## src/rtl/core/rspe_pkg.sv

```systemverilog
package rspe_pkg;

  localparam int SYM_W          = 8;
  localparam int DEF_MAX_PARITY = 32;
  localparam int PLEN_W         = 6;
  localparam int CFG_IDX_W      = 1;
  localparam int CFG_DATA_W     = 8;
  localparam int LEN_W          = 8;

  localparam logic [PLEN_W-1:0]    RESET_PLEN   = 6'd16;
  localparam logic [SYM_W-1:0]     RESET_POLY   = 8'd29;
  localparam logic [LEN_W-1:0]     SYMBOL_LIMIT = 8'd255;

  localparam logic [CFG_IDX_W-1:0] REG_PARITY_LENGTH = 1'd0;
  localparam logic [CFG_IDX_W-1:0] REG_FIELD_POLY    = 1'd1;

  // handshake from the remainder stage to the output buffer
  typedef struct packed {
    logic load;
    logic err;
  } done_t;

  // multiply modulo x^8 + poly
  function automatic logic [SYM_W-1:0] gf_mul(input logic [SYM_W-1:0] a,
                                               input logic [SYM_W-1:0] b,
                                               input logic [SYM_W-1:0] poly);
    logic [SYM_W-1:0] x;
    logic [SYM_W-1:0] acc;
    logic             carry;
    x   = a;
    acc = '0;
    for (int k = 0; k < SYM_W; k++) begin
      if (b[k]) acc = acc ^ x;
      carry = x[SYM_W-1];
      x     = {x[SYM_W-2:0], 1'b0};
      if (carry) x = x ^ poly;
    end
    return acc;
  endfunction

endpackage

```

## src/rtl/core/rspe_gen.sv

```systemverilog
module rspe_gen #(
  parameter int MAX_PARITY = rspe_pkg::DEF_MAX_PARITY,
  parameter int CNT_W      = $clog2(MAX_PARITY + 1)
) (
  input  logic                             clk,
  input  logic                             rst,
  input  logic                             cfg_we,
  input  logic [rspe_pkg::CFG_IDX_W-1:0]   cfg_index,
  input  logic [rspe_pkg::CFG_DATA_W-1:0]  cfg_data,
  output logic [CNT_W-1:0]                 eff,
  output logic [rspe_pkg::SYM_W-1:0]       poly,
  output logic [rspe_pkg::SYM_W-1:0]       gen [MAX_PARITY],
  output logic                             building
);

  logic [rspe_pkg::PLEN_W-1:0] plen;
  logic                        build_init;
  logic [CNT_W-1:0]            build_left;
  logic [rspe_pkg::SYM_W-1:0]  root;

  // clamp parity length to 1..MAX_PARITY
  always_comb begin
    if (plen == '0) eff = CNT_W'(1);
    else if ({1'b0, plen} > (rspe_pkg::PLEN_W + 1)'(MAX_PARITY)) eff = CNT_W'(MAX_PARITY);
    else eff = CNT_W'(plen);
  end

  assign building = build_init | (build_left != '0);

  always_ff @(posedge clk) begin
    if (rst) begin
      plen       <= rspe_pkg::RESET_PLEN;
      poly       <= rspe_pkg::RESET_POLY;
      build_init <= 1'b1;
      build_left <= '0;
    end else begin
      if (build_init) begin
        build_init <= 1'b0;
        build_left <= eff;
      end else if (build_left != '0) begin
        build_left <= build_left - CNT_W'(1);
      end
      if (cfg_we) begin
        unique case (cfg_index)
          rspe_pkg::REG_PARITY_LENGTH: begin
            plen       <= cfg_data[rspe_pkg::PLEN_W-1:0];
            build_init <= 1'b1;
          end
          rspe_pkg::REG_FIELD_POLY: begin
            poly       <= cfg_data[rspe_pkg::SYM_W-1:0];
            build_init <= 1'b1;
          end
          default: ;
        endcase
      end
    end
  end

  // one factor (x - root) multiplied in per cycle, all coefficients at once
  always_ff @(posedge clk) begin
    if (build_init) begin
      root <= rspe_pkg::SYM_W'(1);
      for (int j = 0; j < MAX_PARITY; j++) gen[j] <= '0;
    end else if (build_left != '0) begin
      root   <= rspe_pkg::gf_mul(root, rspe_pkg::SYM_W'(2), poly);
      gen[0] <= gen[0] ^ root;
      for (int j = 1; j < MAX_PARITY; j++)
        gen[j] <= gen[j] ^ rspe_pkg::gf_mul(root, gen[j-1], poly);
    end
  end

endmodule

```

## config.mk

```make
export PLATFORM = sky130hd
export DESIGN_NAME = rspe_gen
export DESIGN_NICKNAME = d
export VERILOG_FILES = /design/src/rtl/core/rspe_pkg.sv /design/src/rtl/core/rspe_gen.sv
export SDC_FILE = /design/constraint.sdc
export NUM_CORES = 2
export LEC_CHECK = 0
export ABC_AREA = 1
export BUFFER_PORTS_ARGS = -buffer_cell sky130_fd_sc_hd__buf_2
export CORE_ASPECT_RATIO = 0.9
export CORE_UTILIZATION = 35
export CTS_CLUSTER_DIAMETER = 80
export DETAILED_ROUTE_END_ITERATION = 6
export PLACE_DENSITY_LB_ADDON = 0.08
export SKIP_CTS_REPAIR_TIMING = 1
export SLEW_MARGIN = 5
export SYNTH_ARGS = -nofsm -noshare
export SYNTH_HDL_FRONTEND = slang
export SYNTH_SLANG_ARGS = --single-unit
```

## constraint.sdc

```tcl
create_clock -name clk -period 8.7 [get_ports clk]
set_input_delay 0.435 -clock clk [delete_from_list [all_inputs] [get_ports clk]]
set_output_delay 0.435 -clock clk [all_outputs]
set_load 0.01 [all_outputs]
```

==> flow_summary.ini <==
[clock_tree]
insertion_delay_ns = 0.68
cts_tree = yes
clkSinkCount = 285
htreeDepth = 2
clk_pin_slew_ns = 0.06
cts_buffers = 51
clockBufferDepth = 3
cts-root-buf = clkbuf_16

[worst_setup_path]
crit_arrival_ns = 7.77
crit_top_cell = nand2_1
worstPathMaxFanout = 29
max_stage_delay_ns = 0.81
cp-end-kind = flip-flop
path_class = reg2reg
cp-start-kind = flip-flop
slowest_stage = nand2_2
reg2reg_depth = 26
critPathRequiredTime_ns = 9.31

[sta]
timing.final.crit_share = 0.8227
worst_pin_slew_ns = 1.318
skew_ns = 0.03366
final_hold_viol_count = 0
setup_slack_ns = 1.542
setup-tns-final_ns = 0
finalMaxSlewViolations = 0
maxSlewHeadroom = 0.1217
finalSetupViolations = 0
rsz0062_at_grt = false
clock.fmax_mhz = 139.7
finalCriticalPeriod_ns = 7.158

[route]
drt-initial-drc-count = 6208
drtPass1Iterations = 6
wl_microns = 236400
via_count = 58790
vias_per_cell = 5.486
remaining_drc_errors = 0
wl_per_cell_microns = 22.06
ant_nets = 0

[grt]
use_met1 = 0.4529
grt_antenna_before_repair = 3
grtUsageTotal = 0.3344
grt_max_degree = 228
first_global_vias = 50672
met3_usage = 0.05995
overflow = 0
grt_pass1_wl_microns = 342000
grtUsageMet2 = 0.5205
grt-busiest-layer = met2

[logic_synthesis]
yosysSeqAreaShare = 0.1209
netlist.area_leader.share = 0.3167
synth-edff-count = 0
synthCells = 9182
netlist_area_sq_mm = 0.04720
post-synth-top-area-cell = nand2_1
synth_most_common_cell = nand2_1
synth_fp_nets = 9196
synthTopCellsByCount = nand2_1, nor2_1, nand3_1
ys.flop_type = dfxtp_1
ys_ff_latch = 285
synthTopCellsByArea = nand2_1, dfxtp_1, nor2_1, nand3_1, xnor2_1
syn_avg_cell_area_sq_um = 5.140
ys_types = 39
synth_warnings = 0
async_flop_share = 0

[flow_run]
maxCapViolCount = 0

[finish]
area_growth_pct = 6.795
fin_nets = 8946
seqCellArea_sq_mm = 0.005715
fillers = 14896
drive_gt1_frac = 0.06731
multi_input_area_sq_mm = 0.03641

[pwr]
powerDensity_mw_per_mm2 = 142.2
p_total_uw = 7169
vdd.ir_drop.worst_mv = 0.2789
p_leak_uw = 0.02099

[floorplanning]
die_width_microns = 389.1
die_h_microns = 350.4
num_io_pins = 283
row_count = 127
start_util = 0.3536
die_area_sq_mm = 0.1363
fp.coreArea_sq_mm = 0.1335

[worst_hold_path]
hold_path.class = in2reg
min_path_cells = 3

[placement]
pre_cts_slack_ns = 1.877
gp_congestion = 0.9148
port_buffers = 282
hpwl_microns = 148600

[run_status]
status = finished, final reports clean
-- cell usage in the layout, fill, tap and decap left out, drive strengths merged, types with 2 or more instances in the layout --
cell type    synthesis  final
nand2             4025   4025
nor2              1079   1079
nand3              791    791
inv                567    575
nand4              558    558
xnor2              426    426
buf                251    380
xor2               346    346
dfxtp              285    285
o21bai             125    125
o21ai              112    112
clkbuf             434     75
a21oi               62     62
nor3                58     58
nand3b              33     33
or2                 11     11
o211ai               7      7
clkinv               3      7
clkinvlp             0      4
diode                0      3
nor3b                3      3
bufinv               0      3
ha                   2      2
dlygate4sd3          0      2
-- critical path: cells and delay by family, from the launching register on --
kind                   cells  cell delay, ns
and+or+nand+nor           21            4.91
buffers and inverters      5            1.33
DFF                        1            0.76
-- sequential cells by signal (all words and copies together) (netlist names) --
name / cells
gen: 256
build_init: 1
poly: 8
root: 8
build_left: 6
plen: 6
-- path summary, 6_finish.rpt --
check                        to           from  slack [ns]
setup / recovery       gen[162]        root[2]        1.54
hold / removal          poly[4]    cfg_data[4]      0.0002
setup reg to reg       gen[162]        root[2]        1.54
hold reg to reg   build_left[1]  build_left[1]        0.48
-- stage by stage --
| stage | area (sq um) | util | std cells | hold slack, ns |
|---|---|---|---|---|
| after global routing | 50390 | 0.3776 | 10714 | 0.01861 |
| after CTS | 50370 | 0.3774 | 10712 | -0.05602 |
| after global placement | 48630 | 0.3644 | 10618 | 0.4700 |
| after floorplan | 47200 | - | 9182 | 0.4447 |
| final | 50400 | 0.3776 | 10717 | 0.0001896 |
| after detailed placement | 48630 | 0.3644 | 10618 | 0.4760 |
-- where the power goes --
group	switching (uW)	internal (uW)	leakage [uW]
Clock	919	1300	0.000840
Combinational	3090	438	0.0178
Sequential	95.5	1330	0.00230
-- cell families (layout without fill, tap and decap cells) --
family | Yosys count | after routing | synth area share
xor+xnor | 772 | 772 | 0.1434
simple gates | 6559 | 6559 | 0.5856
other cells | 0 | 3 | 0
buf+inv | 1255 | 1046 | 0.1096
flops | 285 | 285 | 0.1209
fa+ha+maj | 2 | 2 | 0.0005301
compound gates | 309 | 309 | 0.03995
-- per-layer routing --
metal / part of all wire / wire length [microns]
met5: 0.000042 / 10
met4: 0.041 / 9777
met3: 0.097 / 23000
met2: 0.43 / 101100
met1: 0.43 / 102500
-- final cells by class --
cell class	instances	area share
well taps	1741	0.04322
flip-flops and latches	285	0.1134
repair buffers	382	0.04349
diodes	3	0.0001489
clock buffers	75	0.03014
inverters	570	0.04275
multi-input cells	7642	0.7225
clock inverters	19	0.004394
No activity file was read; power rests on OpenSTA's default activity.
