## src/rtl/core/rspe_pkg.sv

```systemverilog
package rspe_pkg;

  localparam int SYM_W          = 8;
  localparam int DEF_MAX_PARITY = 32;
  localparam int PLEN_W         = 6;
  localparam int CFG_IDX_W      = 1;
  localparam int CFG_DATA_W     = 8;
  localparam int LEN_W          = 8;

  localparam logic [PLEN_W-1:0]    RESET_PLEN   = 6'd16;
  localparam logic [SYM_W-1:0]     RESET_POLY   = 8'd29;
  localparam logic [LEN_W-1:0]     SYMBOL_LIMIT = 8'd255;

  localparam logic [CFG_IDX_W-1:0] REG_PARITY_LENGTH = 1'd0;
  localparam logic [CFG_IDX_W-1:0] REG_FIELD_POLY    = 1'd1;

  // handshake from the remainder stage to the output buffer
  typedef struct packed {
    logic load;
    logic err;
  } done_t;

  // multiply modulo x^8 + poly
  function automatic logic [SYM_W-1:0] gf_mul(input logic [SYM_W-1:0] a,
                                               input logic [SYM_W-1:0] b,
                                               input logic [SYM_W-1:0] poly);
    logic [SYM_W-1:0] x;
    logic [SYM_W-1:0] acc;
    logic             carry;
    x   = a;
    acc = '0;
    for (int k = 0; k < SYM_W; k++) begin
      if (b[k]) acc = acc ^ x;
      carry = x[SYM_W-1];
      x     = {x[SYM_W-2:0], 1'b0};
      if (carry) x = x ^ poly;
    end
    return acc;
  endfunction

endpackage

```

## src/rtl/core/rspe_obuf.sv

```systemverilog
module rspe_obuf #(
  parameter int MAX_PARITY = rspe_pkg::DEF_MAX_PARITY,
  parameter int CNT_W      = $clog2(MAX_PARITY + 1)
) (
  input  logic                        clk,
  input  logic                        rst,
  input  rspe_pkg::done_t             done,
  input  logic [rspe_pkg::SYM_W-1:0]  par [MAX_PARITY],
  input  logic [CNT_W-1:0]            eff,
  output logic                        blocked,
  output logic                        m_tvalid,
  input  logic                        m_tready,
  output logic [rspe_pkg::SYM_W-1:0]  m_tdata,
  output logic                        m_tuser,
  output logic                        m_tlast
);

  logic [CNT_W-1:0]           left;
  logic                       err;
  logic [rspe_pkg::SYM_W-1:0] held [MAX_PARITY];
  logic                       pop;

  assign m_tvalid = left != '0;
  assign m_tlast  = left == CNT_W'(1);
  assign m_tdata  = held[0];
  assign m_tuser  = err;
  assign pop      = m_tvalid & m_tready;
  // a new run may load only when no run is pending or the last item of the current run leaves
  assign blocked  = (left > CNT_W'(1)) | ((left == CNT_W'(1)) & ~m_tready);

  always_ff @(posedge clk) begin
    if (rst) begin
      left <= '0;
      err  <= 1'b0;
    end else if (done.load) begin
      left <= done.err ? CNT_W'(1) : eff;
      err  <= done.err;
    end else if (pop) begin
      left <= left - CNT_W'(1);
    end
  end

  always_ff @(posedge clk) begin
    if (done.load) begin
      for (int i = 0; i < MAX_PARITY; i++) held[i] <= done.err ? '0 : par[i];
    end else if (pop) begin
      for (int i = 0; i + 1 < MAX_PARITY; i++) held[i] <= held[i+1];
      held[MAX_PARITY-1] <= '0;
    end
  end

endmodule
```

## config.mk

```make
export PLATFORM = sky130hd
export DESIGN_NAME = rspe_obuf
export DESIGN_NICKNAME = d
export VERILOG_FILES = /design/src/rtl/core/rspe_pkg.sv /design/src/rtl/core/rspe_obuf.sv
export SDC_FILE = /design/constraint.sdc
export NUM_CORES = 1
export LEC_CHECK = 0
export BUFFER_PORTS_ARGS = -buffer_cell sky130_fd_sc_hd__buf_2
export CAP_MARGIN = 5
export CORE_UTILIZATION = 42
export CTS_BUF_LIST = sky130_fd_sc_hd__clkbuf_4
export CTS_CLUSTER_DIAMETER = 120
export DETAILED_ROUTE_END_ITERATION = 10
export PLACE_DENSITY = 0.64
export SLEW_MARGIN = 0
export SYNTH_ARGS = -nofsm -noshare
export SYNTH_HDL_FRONTEND = slang
export SYNTH_SLANG_ARGS = --single-unit
```

## constraint.sdc

```tcl
create_clock -name clk -period 28.7 [get_ports clk]
set_clock_uncertainty 0.15 [all_clocks]
set_input_delay 8.61 -clock clk [delete_from_list [all_inputs] [get_ports clk]]
set_output_delay 8.61 -clock clk [all_outputs]
set_load 0.1 [all_outputs]
```

==> results.tsv, run 1 <==
metric	value	unit
timing.rr.start	left[0]	
antenna_found_initial	13	
rsz0062_at_grt	no	
port_buffers	278	
holdPathStages	2	
syn-cell-area	12160	sq um
worst_skew_pair.late_latency	670	ps
postCtsResizedCells	0	
powerDensity	69.70	nW/um^2
cp.required	19940	ps
die_width	172.1	um
gr-total-overflow	0	
yosysSeqAreaShare	64.39	%
wirelength	25960	um
min_from	m_tuser	
wl_per_cell	17.20	um
synthesis.nets	1040	
worstHoldPathType	reg -> reg	
finalSetupTns	0	ps
fin_hold_ws	344.4	ps
use_met2	27.49	%
clockBufferDepth	3	
vdd_drop_max	0.00003585	V
finalPower	1.031	mW
reg2reg_slack	24410	ps
layoutNonFillerInstCount	1509	
arrival	9500	ps
grt_first_pass_wirelength	38410	um
synth.distinct_cells	34	
r2r_cells	7	
max_freq	54.77	MHz
min_to	m_tuser	
post_drt_via_cell_ratio	4.948	
postSynthCellCount	770	
cts_sinks	263	
critPathMaxFanout	5	
cts_made_buffers	72	
critPathKind	in -> out	
cp-end-kind	output port	
syn_to_final_growth	21.72	%
grt_max_degree	103	
die_area	29630	sq um
post-route-util	52.54	%
synth_edf_count	256	
final_nets	1344	
dp_hpwl	16280	um
hold_viol	0	
startpoint_type	primary input	
leakage	6.116	nW
start_util	43.16	%
fin_crit_sh	63.61	%
drive_gt1_share	49.56	%
postCtsSetupRepairBufs	0	
ctsHoldBuffers	0	
ant_nets	0	
ys_seq_elements	263	
drtIter0Drc	398	
row_count	61	
timing.rr.end	held[17][2]	
ys_warn_count	0	
cts_tree	built	
fill_cells	2412	
grt_pass1_vias	7337	
gp_congestion	0.7545	
syn_avg_cell_area	15.79	sq um
tightest_slew	1017	ps
grtUsageMet1	20.60	%
maxCapViolations	0	
place_inst	1378	
finalSetupViolCount	0	
run_status	complete, no violations	
fin_crit	18260	ps
die_h	172.1	um
drc	0	
num_vias	7466	
final_cell_mix	buf_2 (277), edfxtp_1 (256), nor2b_1 (144), clkbuf_4 (112), a22o_1 (106)	
root_buffer	clkbuf_4	
maxSlewViolCount	0	
cts_max_level	3	
use_met3	7.027	%
multi_input_comb_area	4054	sq um
grt_most_used_layer	met2	
regArea	7828	sq um
grt_usage	17.11	%
mostFrequentLayoutCell	buf_2	
core	28160	sq um
ys_async_sr_fraction	0	%
path_clk_slew	70	ps
detail_route.first_pass.iterations	6	
relSlewSlack	32.17	%
synth_ff_type	edfxtp_1	
boundaryPins	279	
-- kinds of logic after synthesis --
logic type / share of synthesized area (%)
AND/OR/NAND/NOR: 9.006
AO/OA/AOI/OAI: 8.296
flip-flops: 64.39
buffers and inverters: 2.491
adder cells (fa/ha/maj): 0.3088
multiplexers: 15.37
XOR/XNOR: 0.1441
-- how the worst max path moves through the flow --
| stage | from | endpoint | slack, ps | cells after the start |
|---|---|---|---|---|
| 3_5_place_dp | m_tready | blocked | 10440 | 4 |
| 6_report | m_tready | blocked | 10440 | 4 |
| 4_1_cts | m_tready | blocked | 10440 | 4 |
| 2_1_floorplan | done[1] | left[4] | 5270 | 5 |
| 3_3_place_gp | m_tready | blocked | 10460 | 4 |
| 5_1_grt | m_tready | blocked | 10410 | 4 |
-- report_power, final --
group	internal [mW]	total [mW]	switching, mW
Clock	0.194	0.349	0.154
Sequential	0.507	0.527	0.0199
Combinational	0.0701	0.155	0.0853
Total	0.772	1.03	0.260
-- metrics by stage --
step | setup WS [ps] | instance area, sq um
after floorplan | 5267 | 12160
after global placement | 10460 | 13830
after detailed placement | 10440 | 13830
after CTS | 10440 | 14780
after global routing | 10410 | 14790
final | 10440 | 14800
-- critical path, cell delays in order --
cell and delay, ps:
buf_2 130, mux2_2 270, nand2_1 70, buf_2 420
-- routing by layer --
| layer | vias to the layer above | wire, um | part of all wire, % |
|---|---|---|---|
| met4 | 12 | 480 | 1.8 |
| met1 | 3535 | 10810 | 42 |
| met2 | 263 | 12240 | 47 |
| li1 | 3600 | - | - |
| met5 | - | 69 | 0.27 |
| met3 | 56 | 2359 | 9.1 |
-- final cells by class --
| class | instances | area share, % |
|---|---|---|
| multi-input combinational | 446 | 27.40 |
| clock buffer | 112 | 5.682 |
| inverter | 4 | 0.1099 |
| sequential | 263 | 52.90 |
| antenna | 7 | 0.1184 |
| tap | 378 | 3.196 |
| timing repair buffer | 287 | 9.877 |
| clock inverter | 12 | 0.7188 |
-- registers in the layout (all words and copies together) (netlist names) --
name     count
held       256
left         6
m_tuser      1
-- cells in the mapped netlist (2+ instances only) --
master | n | area (sq um)
edfxtp_1 | 256 | 7687
mux2_2 | 85 | 957.2
and2_1 | 9 | 56.30
mux2_4 | 60 | 900.9
ha_1 | 3 | 37.54
a21oi_1 | 2 | 10.01
dfxtp_1 | 7 | 140.1
xnor2_1 | 2 | 17.52
clkbuf_1 | 30 | 112.6
a22o_1 | 106 | 928.4
buf_1 | 8 | 30.03
nor3_1 | 4 | 20.02
buf_6 | 8 | 90.09
buf_2 | 11 | 55.05
nor2_1 | 8 | 30.03
nor2b_1 | 145 | 907.1
nand2_1 | 5 | 18.77
a211oi_1 | 3 | 22.52
inv_1 | 3 | 11.26
Note: power is estimated with default switching activity, not from simulation.
==> run 2, diff against run 1 <==
PLACE_DENSITY = 0.66   (was 0.64)
clock period = 15.4 ns   (was 28.7 ns; I/O delays follow)
==> results.tsv, run 2 (synthesis results as in run 1) <==
metric	value	unit	change
path_clk_slew	60	ps	was 70 ps
grt_max_degree	115		was 103
p_clk_share	34.3	%	was 33.8%
path_cells	buf_2, mux2_2, nand2_1, buf_2		unchanged
leakage	6.130	nW	was 6.116 nW
wl_per_cell	17.43	um	was 17.20 um
p_int	1.454	mW	was 0.7717 mW
cts_sinks	263		unchanged
detail_route.first_pass.iterations	4		was 6
switching_share	24.96	%	was 25.18%
grt_usage	17.63	%	was 17.11%
critPathBufInv	2		unchanged
fin_crit_sh	66.79	%	
final_cell_mix	buf_2 (277), edfxtp_1 (256), nor2b_1 (144), clkbuf_4 (111), a22o_1 (106)		was buf_2 (277), edfxtp_1 (256), nor2b_1 (144), clkbuf_4 (112), a22o_1 (106)
finalSetupTns	0	ps	unchanged
hold_viol	0		unchanged
antenna_found_initial	9		was 13
dp_hpwl	16580	um	was 16280 um
p_sw	0.4836	mW	was 0.2597 mW
start_util	43.16	%	unchanged
seqPwrFrac	50.7	%	was 51.1%
num_vias	7506		was 7466
clockBufferDepth	3		unchanged
vdd_drop_max	0.00006823	V	was 0.00003585 V
mostFrequentLayoutCell	buf_2		unchanged
row_count	61		unchanged
holdPathStages	2		unchanged
die_width	172.1	um	unchanged
arrival	5520	ps	was 9500 ps
crit_cells	4		unchanged
max_freq	97.22	MHz	
postCtsResizedCells	0		unchanged
drtIter0Drc	477		was 398
largest_register_ffs	256		unchanged
rsz0062_at_grt	no		unchanged
cts_max_level	3		unchanged
critPathMaxFanout	5		unchanged
ant_nets	0		unchanged
relSlewSlack	21.25	%	was 32.17%
wirelength	26320	um	was 25960 um
dr_wl_met2	12470	um	was 12240 um
run_status	complete, no violations		unchanged
critPathKind	in -> out		unchanged
boundaryPins	279		unchanged
crit_slowest_cell	buf_2		unchanged
cts_made_buffers	72		unchanged
gp_congestion	0.7510		was 0.7545
cpMostUsedCell	buf_2		unchanged
wl_met3	2468	um	was 2359 um
post_drt_via_cell_ratio	4.971		was 4.948
fin_hold_ws	346.2	ps	was 344.4 ps
met1_length	10660	um	was 10810 um
tightest_slew	1181	ps	was 1017 ps
startpoint_type	primary input		unchanged
cpPeakStageDelay	420	ps	about the same
maxSlewViolCount	0		unchanged
regMostFlops	held		unchanged
r2r_cells	7		unchanged
port_buffers	278		unchanged
root_buffer	clkbuf_4		unchanged
worstHoldPathType	reg -> reg		unchanged
ctsHoldBuffers	0		unchanged
finalSetupViolCount	0		unchanged
fin_crit	10290	ps	
drive_gt1_share	49.33	%	was 49.56%
powerDensity	130.7	nW/um^2	was 69.70 nW/um^2
drc	0		unchanged
critPathTopFamily	buffers and inverters		unchanged
cp-end-kind	output port		unchanged
maxCapViolations	0		unchanged
die_area	29630	sq um	unchanged
final_nets	1344		unchanged
pwr-share-comb	15.0	%	was 15.1%
grt_pass1_vias	7564		was 7337
postCtsSetupRepairBufs	0		unchanged
worst_skew_pair.late_latency	650	ps	was 670 ps
routed.top_layer	met5		unchanged
gr-total-overflow	0		unchanged
grt_first_pass_wirelength	39590	um	was 38410 um
syn_to_final_growth	21.90	%	was 21.72%
die_h	172.1	um	unchanged
core	28160	sq um	unchanged
cts_tree	built		unchanged
cp.required	10630	ps	was 19940 ps
[run 2: metal layers]
metal,global-route usage [%],vias to the layer above
met3,6.386,56
met5,0,-
li1,-,3594
met1,21.61,3587
met4,8.311,4
met2,27.65,265
[run 2: layout make-up]
type | instances | area, sq um
Clock buffer | 111 | 833.3
Inverter | 4 | 16.27
Fill cell | 2400 | 13340
Timing Repair Buffer | 287 | 1461
Clock inverter | 14 | 136.4
Antenna cell | 7 | 17.52
Sequential cell | 263 | 7828
Tap cell | 378 | 473.0
Multi-Input combinational cell | 446 | 4054
[run 2: power by group through the flow]
stage / Sequential [mW] / Combinational [mW] / Clock, mW
2_1_floorplan: 1.04 / 0.193 / 0
6_report: 0.982 / 0.291 / 0.664
4_1_cts: 0.984 / 0.295 / 0.689
5_1_grt: 0.994 / 0.316 / 0.721
3_5_place_dp: 0.998 / 0.293 / 0
3_3_place_gp: 0.994 / 0.289 / 0
[run 2: worst paths after layout]
| kind | startpoint | endpoint | slack, ps |
|---|---|---|---|
| max | m_tready | blocked | 5110 |
| min | m_tuser | m_tuser | 350 |
| min reg2reg | m_tuser | m_tuser | 350 |
| max reg2reg | left[1] | held[17][3] | 11470 |
[run 2: worst register-to-register path: cells and delay by family, from the launching register on]
kind	cells	cell delay (ps)
AOI/OAI and AO/OA	1	250
and+or+nand+nor	1	250
muxes	1	490
DFF	1	370
adders and majority gates	1	250
buffers and inverters	3	1910
[run 2: per-stage QoR]
stage	power, mW	utilization [%]	setup slack, ps	instance area, sq um	cells
4_1_cts	1.968	52.56	5118	14800	1503
2_1_floorplan	1.231	-	1696	12160	770
3_5_place_dp	1.292	49.11	5138	13830	1378
3_3_place_gp	1.283	49.11	5144	13830	1378
5_1_grt	2.031	52.59	5091	14810	1507
6_report	1.937	52.62	5114	14820	1510
